--- src/design/edge_weighted_scatter_aggregate_defines.svh ---
// assertion macros for the scatter aggregation block
`ifndef EDGE_WEIGHTED_SCATTER_AGGREGATE_DEFINES_SVH
`define EDGE_WEIGHTED_SCATTER_AGGREGATE_DEFINES_SVH

// same-cycle implication, checked outside reset
`define EWS_ASSERT_IMPL(lbl, clk, rst_n, ante, cons, msg) \
    lbl: assert property (@(posedge clk) disable iff (!rst_n) (ante) |-> (cons)) else $error(msg);

// next-cycle implication, checked outside reset
`define EWS_ASSERT_NEXT(lbl, clk, rst_n, ante, cons, msg) \
    lbl: assert property (@(posedge clk) disable iff (!rst_n) (ante) |=> (cons)) else $error(msg);

`endif

--- src/design/ews_pkg.sv ---
// types and constants shared by the scatter aggregation modules
`default_nettype none
package ews_pkg;

    localparam int NODES       = 256;
    localparam int FEATURES    = 16;
    localparam int MAX_OUT     = 16;
    localparam int FEAT_LIMIT  = (FEATURES < MAX_OUT) ? FEATURES : MAX_OUT;
    localparam int NODE_W      = 8;
    localparam int COL_W       = 4;
    localparam int NF_W        = 5;
    localparam int VAL_W       = 16;
    localparam int ACC_W       = 48;
    localparam int PROD_W      = 32;
    localparam int DEG_W       = 16;
    localparam int CFG_IDX_W   = 1;
    localparam int CFG_DATA_W  = 5;

    localparam logic [CFG_IDX_W-1:0] CFG_NORMALIZE = 1'b0;
    localparam logic [CFG_IDX_W-1:0] CFG_NF        = 1'b1;

    typedef enum logic [1:0] {
        MODE_LOAD  = 2'd0,
        MODE_EDGE  = 2'd1,
        MODE_READ  = 2'd2,
        MODE_CLEAR = 2'd3
    } t_mode;

    typedef struct packed {
        t_mode                    mode;
        logic [NODE_W-1:0]        node_index;
        logic [COL_W-1:0]         feature_index;
        logic signed [VAL_W-1:0]  feature_value;
        logic [NODE_W-1:0]        src_node;
        logic [NODE_W-1:0]        dst_node;
        logic signed [VAL_W-1:0]  msg_weight;
    } t_in_item;

    typedef struct packed {
        logic signed [ACC_W-1:0]  agg_value;
        logic [COL_W-1:0]         out_feature;
        logic                     last;
    } t_out_item;

    // classified command handed from the front to the back
    typedef struct packed {
        t_mode                    kind;
        logic [NODE_W-1:0]        node;
        logic [NODE_W-1:0]        src;
        logic [COL_W-1:0]         col;
        logic signed [VAL_W-1:0]  data;
        logic [NF_W-1:0]          nf;
        logic                     mean;
    } t_cmd;

    typedef struct packed {
        logic empty;
        logic full;
    } t_q_stat;

    typedef struct packed {
        logic idle;
    } t_bk_stat;

endpackage
`default_nettype wire

--- src/design/ews_front.sv ---
// front end: config registers, item classification and a two-entry command queue
`default_nettype none
module ews_front import ews_pkg::*; (
    input  wire logic                  i_clk,
    input  wire logic                  i_rst_n,
    input  wire logic                  i_start,
    input  wire t_in_item              i_item,
    input  wire logic                  i_cfg_valid,
    input  wire logic [CFG_IDX_W-1:0]  i_cfg_index,
    input  wire logic [CFG_DATA_W-1:0] i_cfg_data,
    input  wire logic                  i_pop,
    output t_cmd                       o_cmd,
    output t_q_stat                    o_stat
);

    localparam int QD = 2;

    logic            r_mean;
    logic [NF_W-1:0] r_nf;
    logic [NF_W-1:0] n_nf_eff;

    t_cmd            r_q [QD];
    logic            r_wp;
    logic            r_rp;
    logic [1:0]      r_cnt;

    t_cmd            n_cmd;
    logic            n_keep;
    logic            n_push;

    always_comb begin
        if (r_nf == '0) begin
            n_nf_eff = NF_W'(1);
        end else if (32'(r_nf) > FEAT_LIMIT) begin
            n_nf_eff = NF_W'(FEAT_LIMIT);
        end else begin
            n_nf_eff = r_nf;
        end
    end

    always_comb begin
        n_cmd      = '0;
        n_cmd.kind = i_item.mode;
        n_cmd.nf   = n_nf_eff;
        n_cmd.mean = r_mean;
        n_keep     = 1'b1;
        unique case (i_item.mode)
            MODE_LOAD: begin
                n_cmd.node = i_item.node_index;
                n_cmd.col  = i_item.feature_index;
                n_cmd.data = i_item.feature_value;
                n_keep     = (32'(i_item.node_index) < NODES)
                          && (32'(i_item.feature_index) < FEATURES);
            end
            MODE_EDGE: begin
                n_cmd.node = i_item.dst_node;
                n_cmd.src  = i_item.src_node;
                n_cmd.data = i_item.msg_weight;
                n_keep     = (32'(i_item.dst_node) < NODES)
                          && (32'(i_item.src_node) < NODES);
            end
            MODE_READ: begin
                n_cmd.node = i_item.node_index;
                n_keep     = 32'(i_item.node_index) < NODES;
            end
            MODE_CLEAR: begin
                n_keep = 1'b1;
            end
            default: begin
                n_keep = 1'b0;
            end
        endcase
    end

    assign o_stat.full  = (r_cnt == 2'(QD));
    assign o_stat.empty = (r_cnt == 2'd0);
    // out-of-range items are taken but dropped
    assign n_push = i_start && !o_stat.full && n_keep;
    assign o_cmd  = r_q[r_rp];

    always_ff @(posedge i_clk) begin
        if (!i_rst_n) begin
            r_mean <= 1'b0;
            r_nf   <= NF_W'(16);
            r_wp   <= 1'b0;
            r_rp   <= 1'b0;
            r_cnt  <= '0;
        end else begin
            if (i_cfg_valid) begin
                unique case (i_cfg_index)
                    CFG_NORMALIZE: r_mean <= i_cfg_data[0];
                    CFG_NF:        r_nf   <= i_cfg_data;
                    default:       r_nf   <= r_nf;
                endcase
            end
            if (n_push) begin
                r_q[r_wp] <= n_cmd;
                r_wp      <= ~r_wp;
            end
            if (i_pop) begin
                r_rp <= ~r_rp;
            end
            r_cnt <= r_cnt + 2'(n_push) - 2'(i_pop);
        end
    end

endmodule
`default_nettype wire

--- config.mk ---
export PLATFORM = sky130hd
export DESIGN_NAME = ews_front
export DESIGN_NICKNAME = d
export VERILOG_FILES = /design/src/design/edge_weighted_scatter_aggregate_defines.svh /design/src/design/ews_pkg.sv /design/src/design/ews_front.sv
export SDC_FILE = /design/constraint.sdc
export NUM_CORES = 1
export LEC_CHECK = 0
export BUFFER_PORTS_ARGS = -buffer_cell sky130_fd_sc_hd__buf_4
export CAP_MARGIN = 20
export CORE_ASPECT_RATIO = 1.4
export CORE_MARGIN = 4
export CORE_UTILIZATION = 30
export CTS_CLUSTER_SIZE = 30
export DETAILED_ROUTE_END_ITERATION = 7
export PLACE_DENSITY_LB_ADDON = 0.25
export SYNTH_ARGS = -nofsm -noshare
export SYNTH_HDL_FRONTEND = slang
export SYNTH_SLANG_ARGS = --single-unit
--- constraint.sdc ---
create_clock -name i_clk -period 4.1 [get_ports i_clk]
set_clock_uncertainty 0.05 [all_clocks]
set_input_delay 0.41 -clock i_clk [delete_from_list [all_inputs] [get_ports i_clk]]
set_output_delay 0.41 -clock i_clk [all_outputs]
set_load 0.02 [all_outputs]
[Word level (Yosys, flattened, before mapping)]
Memory sizes are Yosys's and may differ from the RTL's. A register that Yosys moved wholly into a read port is not among the register bits.
Index checks and enable logic that the tools add are counted.
Storage, ports and cells
  latch bits: 0
  bits in writable memories: 88
  memories kept: 1
  ROM bits: 0
  bits in registers: 10
  input bits: 73
Operators by class
  bitwise gates (word level): 3
  add/sub/neg operators: 2
  $mul: 0
  shifts and indexed selects: 0
  divide/modulo/power cells: 0
  multiplexer cells: 12
  reduce and logical (&&, ||, !) cells: 10
  equality and inequality tests: 4
  magnitude comparators: 1
Memories
  r_q: depth 2, bits a word 44, read ports 1, clocked after memory_dff 1, write ports 1, line ews_front.sv:22  | t_cmd r_q [QD];
Operator list (number)
  one-hot mux 16 bit (2 select lines): 1
  one-hot mux 8 bit (2 select lines): 1
  two-way mux 5 bit: 2
  two-way mux 8 bit: 1
  equality test 2 bit (second input constant): 3
  two-way mux 1 bit: 6
  > comparator 5 bit (second input constant): 1
  zero test 5 bit: 1
  zero test 2 bit: 2
  two-way mux 4 bit: 1
  AND reduction 2 bit: 2
  OR reduction 4 bit: 1
  inverter 1 bit: 3
  adder 2 x 1 -> 2 bit: 1
  equality test 2 x 1 -> 1 bit (second input constant): 1
  logical AND 1 bit: 2
  OR reduction 2 bit: 1
  subtractor 2 x 1 -> 2 bit: 1
  zero test 1 bit: 1

[Longest topological paths before layout]
  depth in word-level cells: 7
  depth in mapped cells: 9
  depth with buffers taken out: 9

[Worst setup path before layout]
Ideal clock, no wire load.
  kind: register -> register
  start: reg r_cnt[0]
  end: mem r_q[0][0] (netlist bit) (enable)
  library setup time: 445 ps
  period minus slack after synthesis: 2904 ps
  cell stages (with the launch flop): 4
  data arrival time: 2408 ps
  path slack: 1196 ps
  required time: 3605 ps
  cells stage by stage: dfxtp_1 > nand2b_1 > nand3_1 > nor2_1
On the way
  longest elaborated chain between the ends: 7
RTL lines
  start, declared: line ews_front.sv:25  | logic [1:0] r_cnt;
  start signal, assigned: line ews_front.sv:103  | r_cnt <= r_cnt + 2'(n_push) - 2'(i_pop);
  equality test 2 bit: line ews_front.sv:75  | assign o_stat.full = (r_cnt == 2'(QD));
  zero test 1 bit: line ews_front.sv:78  | assign n_push = i_start && !o_stat.full && n_keep;
  logical AND 1 bit (2 in a row): line ews_front.sv:78
  two-way mux 1 bit: line ews_front.sv:96  | if (n_push) begin
  two-way mux 1 bit: line ews_front.sv:82  | if (!i_rst_n) begin
  two-way mux 1 bit (not written as such): line ews_front.sv:97  | r_q[r_wp] <= n_cmd;
  end, declared: line ews_front.sv:22
No other way between the ends.

==> run summary <==
Status: finished clean
Final max-slew violation count: 0
Hold violation total from the final report: 0
Fraction of layout instances using a drive strength above 1: 46.8%
Met2 WL: 4.44 mm
Initial antenna violation count: 0
Synthesized Nets: 346
CP Max Fanout: 28
Fmax: 451 MHz
PD cells: 468 nW/um^2
Post-CTS Resized: 0
Most common cell in the netlist: edfxtp_1
Synth async-reset ratio: 0%
Count of flip-flops with a built-in enable after synthesis: 88
RR Endpoint: r_q[0][4]$_DFFE_PP_
Worst-Margin Slew: 0.608 ns
GRT Overall Usage: 10.9%
Post-synth top area cell: edfxtp_1
Hold depth: 3
Num Clock Sinks: 99
Crit-path cells: buf_12 -> mux2_2 -> buf_4
#FFs+latches synth: 99
Postcts setup bufs: 0
CTS max path bufs: 2
WP data required: 3.64 ns
Top-area cell type share of the netlist area: 63.3%
Die ar.: 15900 sq um
Relative slew slack: 59.3%
Sequential share of the synthesized area: 68.6%
TritonCTS buffer count: 9
Final ANT Viol Nets: 0
Distinct cells, synth: 26
Layout Utilization: 41.1%
Mean Syn Cell Area: 15.4 sq um
Mean routed wirelength per cell: 14.6 um
Die height: 148 um
Diode count: 0
Vias per cell: 4.27
CTS root buf: clkbuf_16
Post-synthesis cell count: 271
Skew-Pair Late Insertion Delay: 0.34 ns
# port buffers: 118
Hpwl dp: 5.80 mm
Synth cell count leaders: edfxtp_1 (88), mux2_2 (40), nor2_1 (21)
Final period utilization: 54.1%
Post-synthesis instance area: 4170 sq um
Worst-path clk slew: 0.07 ns
Worst min path class: input port to register
# IOs: 119
Worst IR Drop VDD: 212 uV
WL met1: 3.38 mm
Worst Hold Launch: i_cfg_data[4]
Static Leakage: 2.20 nW
Vias: 2466
Residual DRC count: 0
Final setup TNS: 0 ns
Hold_buf cts: 0
Critical Path AT: 1.76 ns
Top_reg_cell synth: edfxtp_1
Drt pass-1 iters: 3
# setup viols final: 0
Detail Route met3 WL: 412 um
Synth area leaders: edfxtp_1 (63%), mux2_2 (11%), dfxtp_1 (5.3%)
YS warnings: 0
Overall power: 2.60 mW
H-tree depth: 3
Row cnt: 50
Worst setup SP type: register
Vias in the first global route: 2705
First-pass GRT wire length: 13.2 mm
Flop-to-flop setup slack: 2.09 ns
CP endpoint kind: primary output
Reg2Reg Depth: 4
Core Box Area: 13500 sq um
Top sig layer: met4
DRT Wirelength: 8.43 mm
Pin count of the biggest net entering global routing: 45
Slowest stage delay, CP: 0.61 ns
Max-Cap Viols: 0
Hold_ws: 0.257 ns
Hold-critical path endpoint: r_nf[4]$_SDFFE_PN1P_
Minimum clock period: 2.22 ns
Synth-to-Final Area Change: 33.0%
Filler Cells Inserted: 1306
Crit path kind: register to primary output
Slowest cell on crit path: dfxtp_2
Final Wtd Congestion: 0.720
Grt ovf: 0
Chip width: 108 um
Reg-to-Reg Start: r_cnt[0]$_SDFF_PN0_
DRT iter0 DRCs: 68
RSZ-0062 raised after global routing: no
Final nets: 465
CTS tree: built
Initial core utilization: 30.9%
[logic make-up (layout without fill, tap and decap cells)]
family / count (synthesis) / after routing / share of synthesized area [%]
AOI/OAI and AO/OA: 13 / 13 / 1.83
xor gates and xnor gates: 3 / 3 / 0.630
adders and majority gates: 2 / 2 / 0.600
buffers and inverters: 24 / 148 / 3.78
DFF: 99 / 99 / 68.6
muxes: 61 / 61 / 16.3
and+or+nand+nor: 69 / 69 / 8.25
[worst max-delay path, delay by kind of cell (launching register included)]
kind / cells / cell delay (ns)
buffers and inverters: 2 / 0.42
DFF: 1 / 0.61
muxes: 1 / 0.37
[cell type report]
| type | instances | area, sq um | area share (%) |
|---|---|---|---|
| clock buffer | 9 | 225 | 4.06 |
| clock inverter | 7 | 98.8 | 1.78 |
| inverter | 11 | 41.3 | 0.744 |
| multi-input combinational | 148 | 1160 | 20.9 |
| sequential | 99 | 2860 | 51.6 |
| tap | 182 | 228 | 4.10 |
| timing repair buffer | 121 | 933 | 16.8 |
[power by group]
part | total, mW | internal [mW] | switching, mW
logic | 0.467 | 0.228 | 0.239
clock network | 0.905 | 0.539 | 0.366
registers | 1.23 | 1.20 | 0.0337
total | 2.60 | 1.96 | 0.639
[through the flow]
stage	area, sq um	std cells	setup WS, ns
3_3_place_gp	5190	559	1.91
5_1_grt	5550	577	1.77
2_1_floorplan	4170	271	1.20
6_report	5550	577	1.88
3_5_place_dp	5210	560	1.90
4_1_cts	5530	576	1.82
[placed cells by master (no fill, tap or decap), drive strengths merged]
| master | instances |
|---|---|
| a21boi | 4 |
| clkinv | 2 |
| inv | 13 |
| nor2b | 5 |
| mux2i | 17 |
| nor3 | 1 |
| dfxtp | 11 |
| nand2 | 14 |
| nand3 | 7 |
| and2 | 17 |
| nand3b | 1 |
| o21ai | 8 |
| nor2 | 21 |
| clkbuf | 9 |
| and3 | 1 |
| ha | 2 |
| xor2 | 1 |
| o22ai | 1 |
| nand2b | 1 |
| mux2 | 44 |
| bufinv | 2 |
| and2b | 1 |
| buf | 121 |
| clkinvlp | 1 |
| edfxtp | 88 |
| xnor2 | 2 |
[worst max path at each step]
stage                         from                   to  slack [ns]  depth (start not counted)
2_1_floorplan  r_cnt[0]$_SDFF_PN0_  r_q[0][0]$_DFFE_PP_        1.20                          3
3_3_place_gp              register             o_cmd[9]        1.91                          2
3_5_place_dp               i_rst_n  r_q[0][0]$_DFFE_PP_        1.90                          4
4_1_cts                   register            o_cmd[10]        1.82                          3
5_1_grt                   register            o_cmd[10]        1.77                          3
6_report                  register            o_cmd[10]        1.88                          3
[registers in the layout, summed over array words and instances (netlist names), named ones only]
| register | count |
|---|---|
| r_nf | 5 |
| r_q | 88 |
| r_mean | 1 |
| r_cnt | 2 |
| r_rp | 1 |
| r_wp | 1 |
[routing by layer]
metal | track usage (%) | up-vias
met3 | 2.10 | 13
met5 | 0 | -
li1 | - | 1214
met1 | 12.1 | 1168
met2 | 19.5 | 71
met4 | 5.69 | 0
(Power assumes the default switching activity.)
